`src/design/pp_steer_pkg.sv`:
```
// ----------------------------------------------------------------------------
// Pure pursuit steering package
// Widths, constants and types shared by the pure pursuit steering command.
// ----------------------------------------------------------------------------
package pp_steer_pkg;

  localparam int COORD_W   = 20;
  localparam int FRAC_BITS = 12;
  localparam int LOOK_W    = COORD_W - 1;
  localparam int SPEED_W   = 16;
  localparam int THR_W     = 23;
  localparam int K_W       = 24;
  localparam int CFG_W     = 23;
  localparam int CFG_IDX_W = 2;

  // Shared multiplier: the wide operand takes the threshold, the narrow one
  // the desired speed; both take the coordinates and the lookahead.
  localparam int MUL_A_W = K_W;
  localparam int MUL_B_W = COORD_W;
  localparam int PROD_W  = MUL_A_W + MUL_B_W;

  // Shared restoring divider.
  localparam int SQ_W   = 2 * COORD_W;               // squared length
  localparam int DIV_W  = SQ_W;                      // divisor and remainder
  localparam int NUM_W  = COORD_W + 2 * FRAC_BITS + 1;
  localparam int Q_W    = K_W + 1;
  localparam int CNT_W  = $clog2(NUM_W);

  localparam logic [CNT_W-1:0] K_STEPS = CNT_W'(NUM_W - 1);
  localparam logic [CNT_W-1:0] S_STEPS = CNT_W'(SPEED_W - 1);

  localparam longint unsigned TINY_LEN2_L =
    ((64'd1 << (2 * FRAC_BITS)) + 64'd999999) / 64'd1000000;
  localparam logic [SQ_W-1:0] TINY_LEN2 = SQ_W'(TINY_LEN2_L);

  localparam logic [K_W-1:0] K_POS_MAX = {1'b0, {(K_W-1){1'b1}}};
  localparam logic [K_W-1:0] K_NEG_MAX = {1'b1, {(K_W-1){1'b0}}};

  localparam logic [LOOK_W-1:0]  LOOK_RESET    = LOOK_W'(4096);
  localparam logic [SPEED_W-1:0] DESIRED_RESET = SPEED_W'(2048);

  localparam int IN_DATA_W  = 2 * COORD_W;
  localparam int OUT_DATA_W = 2 * COORD_W + K_W + SPEED_W;

  typedef enum logic [CFG_IDX_W-1:0] {
    CFG_LOOKAHEAD   = 2'd0,
    CFG_DESIRED     = 2'd1,
    CFG_THRESHOLD   = 2'd2,
    CFG_SPEED_FLOOR = 2'd3
  } cfg_idx_t;

  typedef enum logic [9:0] {
    ST_IDLE   = 10'b00_0000_0001,
    ST_SQX    = 10'b00_0000_0010,
    ST_SQY    = 10'b00_0000_0100,
    ST_SQL    = 10'b00_0000_1000,
    ST_DECIDE = 10'b00_0001_0000,
    ST_KDIV   = 10'b00_0010_0000,
    ST_KSAT   = 10'b00_0100_0000,
    ST_SMUL   = 10'b00_1000_0000,
    ST_SDIV   = 10'b01_0000_0000,
    ST_OUT    = 10'b10_0000_0000
  } state_t;

  // Magnitude of a two's complement coordinate; the most negative value maps
  // to its true magnitude, which still fits the unsigned width.
  function automatic logic [COORD_W-1:0] coord_mag(input logic [COORD_W-1:0] v);
    coord_mag = v[COORD_W-1] ? (~v + COORD_W'(1)) : v;
  endfunction

endpackage

```
`src/design/pure_pursuit_steering_command.sv`:
```
// ----------------------------------------------------------------------------
// Pure pursuit steering command
// Scans a stream of robot-frame path points for the carrot and emits its
// curvature and a regulated linear speed once per path.
// ----------------------------------------------------------------------------
//
//  Channel  Direction  Payload
//  -------  ---------  -----------------------------------------------------
//  s_*      in         tdata: point_x[19:0], point_y[39:20]; tlast: last_of_path
//  m_*      out        tdata: carrot_x, carrot_y, curvature, linear_speed;
//                      tuser: used_fallback
//  cfg_*    in         write enable, register index, write data
//
//  A point after the carrot is only accepted and dropped. A point that does
//  not reach the lookahead radius passes through the shared multiplier.
//  The carrot also passes through the shared restoring divider: 45 steps
//  for the curvature and, when the speed is reduced, 16 for the reduced
//  speed.
//  Reset restores the register defaults and clears the carrot flag.
//  A finished result waits in the output register while the next point
//  is scanned; only the final load waits for m_tready.
//
module pure_pursuit_steering_command
  import pp_steer_pkg::*;
(
  input  logic                  clk,
  input  logic                  rst,
  input  logic                  s_tvalid,
  output logic                  s_tready,
  input  logic [IN_DATA_W-1:0]  s_tdata,   // point_x, point_y
  input  logic                  s_tlast,   // last_of_path
  output logic                  m_tvalid,
  input  logic                  m_tready,
  output logic [OUT_DATA_W-1:0] m_tdata,   // carrot_x, carrot_y, curvature, linear_speed
  output logic                  m_tuser,   // used_fallback
  input  logic                  cfg_we,
  input  logic [CFG_IDX_W-1:0]  cfg_index,
  input  logic [CFG_W-1:0]      cfg_data
);

  state_t state;

  logic [LOOK_W-1:0]  lookahead;
  logic [SPEED_W-1:0] desired;
  logic [THR_W-1:0]   threshold;
  logic [SPEED_W-1:0] speed_floor;
  logic               carrot_found;

  logic [COORD_W-1:0] px, py, ax, ay;
  logic               ny, plast, fallback, kzero, slow;
  logic [SQ_W-1:0]    sq_acc, sq_len, look_sq;
  logic [K_W-1:0]     kmag;

  logic [DIV_W-1:0]   rem, divisor;
  logic [NUM_W-1:0]   num;
  logic [Q_W-1:0]     quo;
  logic               quo_ovf;
  logic [CNT_W-1:0]   cnt;

  logic [MUL_A_W-1:0] mul_a;
  logic [MUL_B_W-1:0] mul_b;
  logic [PROD_W-1:0]  prod;

  logic [DIV_W-1:0]   rem_sh;
  logic [DIV_W:0]     diff;
  logic               div_ge;

  logic               accept, out_free, slow_next;
  logic [K_W-1:0]     k_limit, kbits;
  logic [SPEED_W-1:0] floor_v, speed_v;

  assign s_tready = (state == ST_IDLE);
  assign accept   = s_tvalid && s_tready;
  assign out_free = !m_tvalid || m_tready;

  // Shared multiplier operand selection.
  always_comb begin
    mul_a = '0;
    mul_b = '0;
    unique case (state)
      ST_SQX:  begin mul_a = MUL_A_W'(ax);        mul_b = ax;                 end
      ST_SQY:  begin mul_a = MUL_A_W'(ay);        mul_b = ay;                 end
      ST_SQL:  begin mul_a = MUL_A_W'(lookahead); mul_b = MUL_B_W'(lookahead); end
      ST_SMUL: begin mul_a = MUL_A_W'(threshold); mul_b = MUL_B_W'(desired);  end
      default: begin mul_a = '0;                  mul_b = '0;                 end
    endcase
  end
  assign prod = PROD_W'(mul_a) * PROD_W'(mul_b);

  // One restoring division step.
  assign rem_sh = {rem[DIV_W-2:0], num[NUM_W-1]};
  assign diff   = {1'b0, rem_sh} - {1'b0, divisor};
  assign div_ge = !diff[DIV_W];

  assign k_limit   = ny ? K_NEG_MAX : K_POS_MAX;
  assign kbits     = ny ? (~kmag + K_W'(1)) : kmag;
  assign slow_next = (threshold != '0) && (kmag > K_W'(threshold));

  always_comb begin
    floor_v = (speed_floor < desired) ? speed_floor : desired;
    speed_v = desired;
    if (slow) begin
      speed_v = quo[SPEED_W-1:0];
      if (speed_v < floor_v) begin
        speed_v = floor_v;
      end
      if (speed_v > desired) begin
        speed_v = desired;
      end
    end
  end

  // Configuration registers.
  always_ff @(posedge clk) begin
    if (rst) begin
      lookahead   <= LOOK_RESET;
      desired     <= DESIRED_RESET;
      threshold   <= '0;
      speed_floor <= '0;
    end else if (cfg_we) begin
      unique case (cfg_idx_t'(cfg_index))
        CFG_LOOKAHEAD:   lookahead   <= cfg_data[LOOK_W-1:0];
        CFG_DESIRED:     desired     <= cfg_data[SPEED_W-1:0];
        CFG_THRESHOLD:   threshold   <= cfg_data[THR_W-1:0];
        CFG_SPEED_FLOOR: speed_floor <= cfg_data[SPEED_W-1:0];
        default:         lookahead   <= lookahead;
      endcase
    end
  end

  // Sequencer and control state.
  always_ff @(posedge clk) begin
    if (rst) begin
      state        <= ST_IDLE;
      carrot_found <= 1'b0;
      m_tvalid     <= 1'b0;
    end else begin
      if ((state == ST_OUT) && out_free) begin
        m_tvalid <= 1'b1;
      end else if (m_tvalid && m_tready) begin
        m_tvalid <= 1'b0;
      end
      unique case (state)
        ST_IDLE: begin
          if (accept) begin
            if (carrot_found) begin
              if (s_tlast) begin
                carrot_found <= 1'b0;
              end
            end else begin
              state <= ST_SQX;
            end
          end
        end
        ST_SQX:    state <= ST_SQY;
        ST_SQY:    state <= ST_SQL;
        ST_SQL:    state <= ST_DECIDE;
        ST_DECIDE: begin
          if (sq_len >= look_sq) begin
            carrot_found <= !plast;
            state        <= ST_KDIV;
          end else if (plast) begin
            carrot_found <= 1'b0;
            state        <= ST_KDIV;
          end else begin
            state <= ST_IDLE;
          end
        end
        ST_KDIV: begin
          if (cnt == '0) begin
            state <= ST_KSAT;
          end
        end
        ST_KSAT: state <= ST_SMUL;
        ST_SMUL: state <= slow_next ? ST_SDIV : ST_OUT;
        ST_SDIV: begin
          if (cnt == '0) begin
            state <= ST_OUT;
          end
        end
        ST_OUT: begin
          if (out_free) begin
            state <= ST_IDLE;
          end
        end
        default: state <= ST_IDLE;
      endcase
    end
  end

  // Datapath registers.
  always_ff @(posedge clk) begin
    unique case (state) inside
      ST_IDLE: begin
        if (accept) begin
          px    <= s_tdata[COORD_W-1:0];
          py    <= s_tdata[2*COORD_W-1:COORD_W];
          ax    <= coord_mag(s_tdata[COORD_W-1:0]);
          ay    <= coord_mag(s_tdata[2*COORD_W-1:COORD_W]);
          ny    <= s_tdata[2*COORD_W-1];
          plast <= s_tlast;
        end
      end
      ST_SQX: sq_acc  <= prod[SQ_W-1:0];
      ST_SQY: sq_len  <= sq_acc + prod[SQ_W-1:0];
      ST_SQL: look_sq <= prod[SQ_W-1:0];
      ST_DECIDE: begin
        fallback <= !(sq_len >= look_sq);
        kzero    <= (sq_len < TINY_LEN2) || (ay == '0);
        rem      <= '0;
        divisor  <= sq_len;
        num      <= {ay, (NUM_W-COORD_W)'(0)};
        quo      <= '0;
        quo_ovf  <= 1'b0;
        cnt      <= K_STEPS;
      end
      ST_KDIV, ST_SDIV: begin
        rem     <= div_ge ? diff[DIV_W-1:0] : rem_sh;
        num     <= {num[NUM_W-2:0], 1'b0};
        quo     <= {quo[Q_W-2:0], div_ge};
        quo_ovf <= quo_ovf | quo[Q_W-1];
        cnt     <= cnt - CNT_W'(1);
      end
      ST_KSAT: begin
        // The quotient is only meaningful up to the saturation limit.
        if (kzero) begin
          kmag <= '0;
        end else if (quo_ovf || (quo > Q_W'(k_limit))) begin
          kmag <= k_limit;
        end else begin
          kmag <= quo[K_W-1:0];
        end
      end
      ST_SMUL: begin
        // Reduced speed is below desired, so the first 16 quotient bits suffice.
        slow    <= slow_next;
        rem     <= DIV_W'(prod[PROD_W-1:SPEED_W]);
        divisor <= DIV_W'(kmag);
        num     <= {prod[SPEED_W-1:0], (NUM_W-SPEED_W)'(0)};
        quo     <= '0;
        quo_ovf <= 1'b0;
        cnt     <= S_STEPS;
      end
      ST_OUT: begin
        if (out_free) begin
          m_tdata <= {speed_v, kbits, py, px};
          m_tuser <= fallback;
        end
      end
      default: begin
        cnt <= cnt;
      end
    endcase
  end

endmodule

```
`config.mk`:
```
export PLATFORM = sky130hd
export DESIGN_NAME = pure_pursuit_steering_command
export DESIGN_NICKNAME = d
export VERILOG_FILES = /design/src/design/pp_steer_pkg.sv /design/src/design/pure_pursuit_steering_command.sv
export SDC_FILE = /design/constraint.sdc
export NUM_CORES = 2
export LEC_CHECK = 0
export CAP_MARGIN = 20
export CORE_ASPECT_RATIO = 1.2
export CORE_UTILIZATION = 60
export CTS_CLUSTER_DIAMETER = 50
export CTS_CLUSTER_SIZE = 12
export DETAILED_ROUTE_END_ITERATION = 10
export DONT_BUFFER_PORTS = 1
export GPL_TIMING_DRIVEN = 1
export PLACE_DENSITY = 0.85
export SYNTH_ARGS = -nofsm -noshare
export SYNTH_HDL_FRONTEND = slang
export SYNTH_SLANG_ARGS = --single-unit
```
`constraint.sdc`:
```
create_clock -name clk -period 31.5 [get_ports clk]
set_input_delay 1.575 -clock clk [delete_from_list [all_inputs] [get_ports clk]]
set_output_delay 1.575 -clock clk [all_outputs]
set_load 0.02 [all_outputs]
```
After elaboration in Yosys (flattened, before gate mapping)

Index checks and enable logic that the tools add are counted.

Reduce and logical (&&, ||, !) cells: 30
Mux-type cells: 36
Magnitude comparators: 7
Multiply operators: 1
Shifts and indexed selects: 0
Bitwise gates (word level): 4
Div/mod/pow operators: 0
Equality and inequality tests: 19
Add/sub/neg operators: 6

Operator list:

| cell                    | count |
|---|---|
| $pmux W45 S3            | 1 |
| $pmux W39 S3            | 1 |
| $pmux W10 S10           | 1 |
| $pmux W23 S4            | 1 |
| $mux W16                | 5 |
| $pmux W20 S4            | 1 |
| $pmux W40 S2            | 1 |
| $mux W24                | 3 |
| $mux W10                | 6 |
| $pmux W25 S2            | 1 |
| $mul A24 B20 Y44        | 1 |
| $sub A40 B40 Y41        | 1 |
| $add A20 B1 Y20 const B | 2 |
| $add A40 B40 Y40        | 1 |
| $ge A40 B40 Y1          | 1 |
| $lt A40 B5 Y1 const B   | 1 |
| $not A20 Y20            | 2 |
| $mux W39                | 1 |
| $mux W19                | 2 |
| $lt A16 B16 Y1          | 2 |
| $gt A25 B24 Y1          | 1 |
| $add A24 B1 Y24 const B | 1 |
| $gt A24 B23 Y1          | 1 |
| $not A24 Y24            | 1 |
| 35 further kinds        | 64 |

Bits in writable memories: 0
Output and inout port bits: 83
Bits in latches: 0
Logic and storage cells: 133
Memory bits (read-only): 0
Memories: 0
Bits of input ports: 71
Register bits after elaboration: 552

Depth between registers and ports, before layout

Depth after elaboration: 8
Mapped depth: 45
Depth with buffers taken out: 42

Least setup slack after synthesis

Ideal clock, no wire load.

Path kind: register to register
From: register state[7]
To: register sq_len[38] (data pin)
Data arrival time: 11.358 ns
Period minus slack after synthesis: 11.618 ns
Setup time: 0.260 ns
Buffers on the path: 3
Setup slack: 19.882 ns
Cell stages (with the launch flop): 42
Data required time: 31.240 ns
Cells stage by stage: dfxtp_1 > clkbuf_1 > nor4_2 > nand2_1 > or3_1 > nor3b_2 > clkbuf_1 > nand2_1 > o211ai_1 > clkbuf_1 > nand2_1 > fa_1 > inv_1 > fa_1 > inv_1 > fa_1 > inv_1 > fa_1 > [... 6 more ...] > inv_1 > ha_1 > a21oi_1 > nand3_1 > a22o_1 > a21o_1 > a311oi_1 > o21ai_0 > xor2_1 > ha_1 > and3_1 > a221o_1 > or3_1 > a31oi_1 > o31ai_1 > a221o_1 > a221oi_2 > xnor2_1

Longest elaborated chain between the ends: 4
Elaborated cells between the ends (all ways): 8
Those cells by class: add/sub (1); mul (1); eq/ne (4); mux (2)

RTL lines:

| what                                         | line                                 | text |
|---|---|---|
| from (decl)                                  | pure_pursuit_steering_command.sv:41  | `state_t state;` |
| from (signal assigned)                       | pure_pursuit_steering_command.sv:175 | `ST_SMUL: state <= slow_next ? ST_SDIV : ST_OUT;` |
| $eq A10 B8 Y1, or another cell as far along  | pure_pursuit_steering_command.sv:80  | `unique case (state)` |
| $pmux W23 S4 or $pmux W20 S4 (tied branches) | pure_pursuit_steering_command.sv:80  |  |
| $mul A24 B20 Y44 (*)                         | pure_pursuit_steering_command.sv:88  | `assign prod = PROD_W'(mul_a) * PROD_W'(mul_b);` |
| via prod[24]                                 | pure_pursuit_steering_command.sv:62  | `logic [PROD_W-1:0] prod;` |
| $add A40 B40 Y40 (*)                         | pure_pursuit_steering_command.sv:205 | `ST_SQY: sq_len <= sq_acc + prod[SQ_W-1:0];` |
| to (signal assigned)                         | pure_pursuit_steering_command.sv:205 |  |
| to (decl)                                    | pure_pursuit_steering_command.sv:51  | `logic [SQ_W-1:0] sq_acc, sq_len, look_sq;` |

Mark *: on every way through the listed nets, which the timed path passes. The rest lies on a longest branch.
A chain may end at the register's enable or synchronous reset.

Final worst setup path

From: register state[5]
To: register sq_len[38] (data pin)

The elaborated chain is that of the path after synthesis.

==> results.txt <==
----------------------------------------------------
[Yosys]
  Fraction of synthesized area in multiplexers ... 0.00632
  Unique masters post-synth ... 75
  Number of synthesized flops with an enable pin ... 438
  Cell accounting for the most synthesized area ... edfxtp_1
  Main combinational cell family by area after synthesis ... adder cells
  Basic-gate share of the synthesized area counting and, or, nand and nor cells ... 0.137
  Fraction of registers with async set or reset after synthesis ... 0
  Dominant cell by count in the synthesized netlist ... nand2_1
  Post-synthesis instance area ... 0.0428 mm²
  Count of yosys warnings during synthesis ... 0
  Top area cells in the synthesized netlist ... edfxtp_1, fa_1, ha_1, nand2_1, inv_1
  Post-Synthesis Mean Instance Area ... 9.76 µm²
  Area fraction in compound gates after synthesis ... 0.124
  Adder and majority gate portion of the synthesized area ... 0.286
  XOR/XNOR share of the synthesized area ... 0.0338
  FF+latch count, synth ... 524
  Sequential cell area fraction in the yosys report ... 0.348
  Predominant post-synthesis flop cell ... edfxtp_1
  Portion of synthesized cell area occupied by the leading cell type ... 0.308
  Gate count after technology mapping ... 4,380
  Most used standard cells in the synthesized netlist ... nand2_1, inv_1, edfxtp_1

[CTS]
  Root cell of the clock tree ... clkbuf_16
  Buffers from clock root to sink, at most ... 3
  Count of hold buffers inserted by post-cts repair ... 0
  Later-pin clock latency in the skew report ... 0.65 ns
  Number of resized instances in the post-cts repair step ... 0
  CTS clock-pin slew for the worst setup and hold paths ... 0.06 ns
  H-tree depth reported by CTS ... 2
  # clock sinks ... 524
  Number of CTS-inserted buffers ... 57
  Buffer count from post-CTS setup fixing ... 0
  CTS tree ... yes

[Placement]
  Port-buffer cells ... 0
  Post-DP Area ... 0.0441 mm²
  Post-placement worst setup slack ... 19.43 ns
  Dpl hpwl ... 97,400 µm
  GP Congestion ... 1.02

[Setup path]
  Cell type group with the largest total delay on the critical path ... adder cells
  Critical path required time ... 31.87 ns
  Critical setup path kind ... reg -> reg
  CP most frequent cell ... fa_1
  Timing startpoint of the critical path ... state[5]
  Longest individual stage delay on the worst path ... 0.70 ns
  CP startpoint kind ... register
  Crit path arrival time ... 12.77 ns
  CP max-delay cell ... buf_4
  Launching point of the worst reg2reg path ... state[5]
  Worst Path Max Fanout ... 62
  Crit path buffers/inverters ... 8
  Critical Path End Type ... register

[Job]
  Max_cap viols ... 0

[Detailed routing]
  DR WL/cell ... 24.0 µm
  Post-route DRC ... 0
  Routed Wire Length ... 128,000 µm
  Total length of routed met2 wires ... 58,200 µm
  Final ANT Viol Nets ... 0
  Highest Signal Layer ... met5
  Routed metal-1 wirelength ... 45,800 µm
  Vias after detailed routing ... 33,800
  Met3 Wirelength ... 14,000 µm
  Number of DRC markers after the initial detailed-route iteration ... 3,748
  Mean number of vias per cell ... 6.33
  Router iterations before antenna repair ... 9

[Floorplan]
  Die outline area ... 0.0724 mm²
  Height of the die ... 294 µm
  Effective utilization at floorplan ... 0.610
  IO Pins ... 154
  Die Wd ... 246 µm
  Std-Cell Core Area ... 0.0702 mm²
  Row count ... 106

[Timing]
  Final critical-path setup slack ... 19.11 ns
  Number of max-slew violations in the final report ... 0
  Peak Freq ... 80.7 MHz
  RSZ-0062 raised after global routing ... no
  Time the final worst path needs with I/O delays and setup ... 12.39 ns
  Setup violation total in the final timing report ... 0
  Hold Violations, Final ... 0
  Worst slew margin ... 0.200
  Ratio of final minimum period to clock period ... 0.393
  TNS Setup ... 0 ns
  Setup Skew ... 0.0874 ns
  Transition time at the pin with the least slew margin ... 1.19 ns

[Outcome]
  Outcome ... finished, final reports clean

[Global route]
  Antenna violations before repair ... 5
  Wire length of the first global-routing pass ... 196,000 µm
  Remaining Overflow, GRT ... 0
  Largest net degree at the start of global routing ... 85
  Via count of the first global-routing pass ... 34,000
  Gr usage total ... 0.359

[Power]
  Power per unit of standard cell area ... 36.1 mW/mm²
  Maximum ir drop on the vdd rail ... 0.0533 mV
  Total power of the final layout ... 0.00166 W
  Leakage power ... 20.3 nW

[Finish]
  Final-stage net count ... 5,206
  Final std cell area, no fill ... 0.0459 mm²
  Share of cells above drive strength 1 ... 0.0448
  Fill cell count ... 5,273
  Synthesis-to-finish area growth ... 7.27%
  Antenna diodes ... 0

[Hold path]
  Worst hold path startpoint ... py[4]
  Type of the tightest min-delay check ... reg -> reg

----------------------------------------------------
[state kept, by name, summed over array words and instances, names as in the netlist, 19 cells and up]
signal	flops
ax	19
ay	19
divisor	40
kmag	24
look_sq	40
lookahead	19
m_tdata	80
num	20
px	20
py	20
quo	25
rem	39
sq_acc	40
sq_len	40
threshold	23
[path summary, 6_finish.rpt]
path                               endpoint  slack, ns  cells after the start
worst max-delay path             sq_len[38]      19.11                     38
worst min register to register  m_tdata[24]       0.41                      0
worst min-delay path            m_tdata[24]       0.41                      0
worst max register to register   sq_len[38]      19.11                     38
[final cells by class]
class                   count  area, µm²  area share
clock buffers              78       1550      0.0337
clock inverters            19        235     0.00513
inverters                 583       2190      0.0477
multi-input cells        3137      25300       0.551
flip-flops and latches    524      14900       0.324
well taps                 918       1150      0.0250
repair buffers             80        608      0.0133
[power breakdown]
| group | internal, W | leakage (nW) | switching [W] |
|---|---|---|---|
| combinational | 0.0000694 | 14.8 | 0.000143 |
| clock | 0.000363 | 0.854 | 0.000281 |
| sequential | 0.000781 | 4.60 | 0.0000207 |
[placed cells by master, fill, tap and decap left out, types with 78 or more instances in the layout]
cell / n
nand2_1: 662
inv_1: 580
edfxtp_1: 438
fa_1: 377
ha_1: 375
nor2_1: 342
a21oi_1: 278
o21ai_0: 149
xnor2_1: 121
a21o_1: 101
dfxtp_1: 86
buf_4: 78
[kinds of logic after synthesis]
kind of cell / count (synthesis)
compound gates: 841
xor+xnor: 165
fa+ha+maj: 752
buf+inv: 730
flops: 524
mux: 27
other cells: 2
simple gates: 1339
[metal layers]
metal  up-vias  GRT usage
li1      14800          -
met1     16200      0.438
met2      2127      0.571
met3       580     0.0821
met4         8      0.239
met5         -          0
[through the flow]
step | util | hold slack (ns) | std cells
6_report | 0.654 | 0.415 | 5339
3_3_place_gp | 0.628 | 0.401 | 5235
5_1_grt | 0.654 | 0.419 | 5339
2_1_floorplan | - | 0.400 | 4391
3_5_place_dp | 0.628 | 0.406 | 5237
4_1_cts | 0.653 | 0.414 | 5334
[worst register-to-register path, delay by kind of cell (launching register included)]
family	cells	cell delay, ns
simple gates	10	2.68
fa+ha+maj	9	4.46
xor+xnor	2	0.43
buf+inv	8	1.70
flops	1	0.37
compound gates	9	2.46
Power figures use the tool's default switching activity.
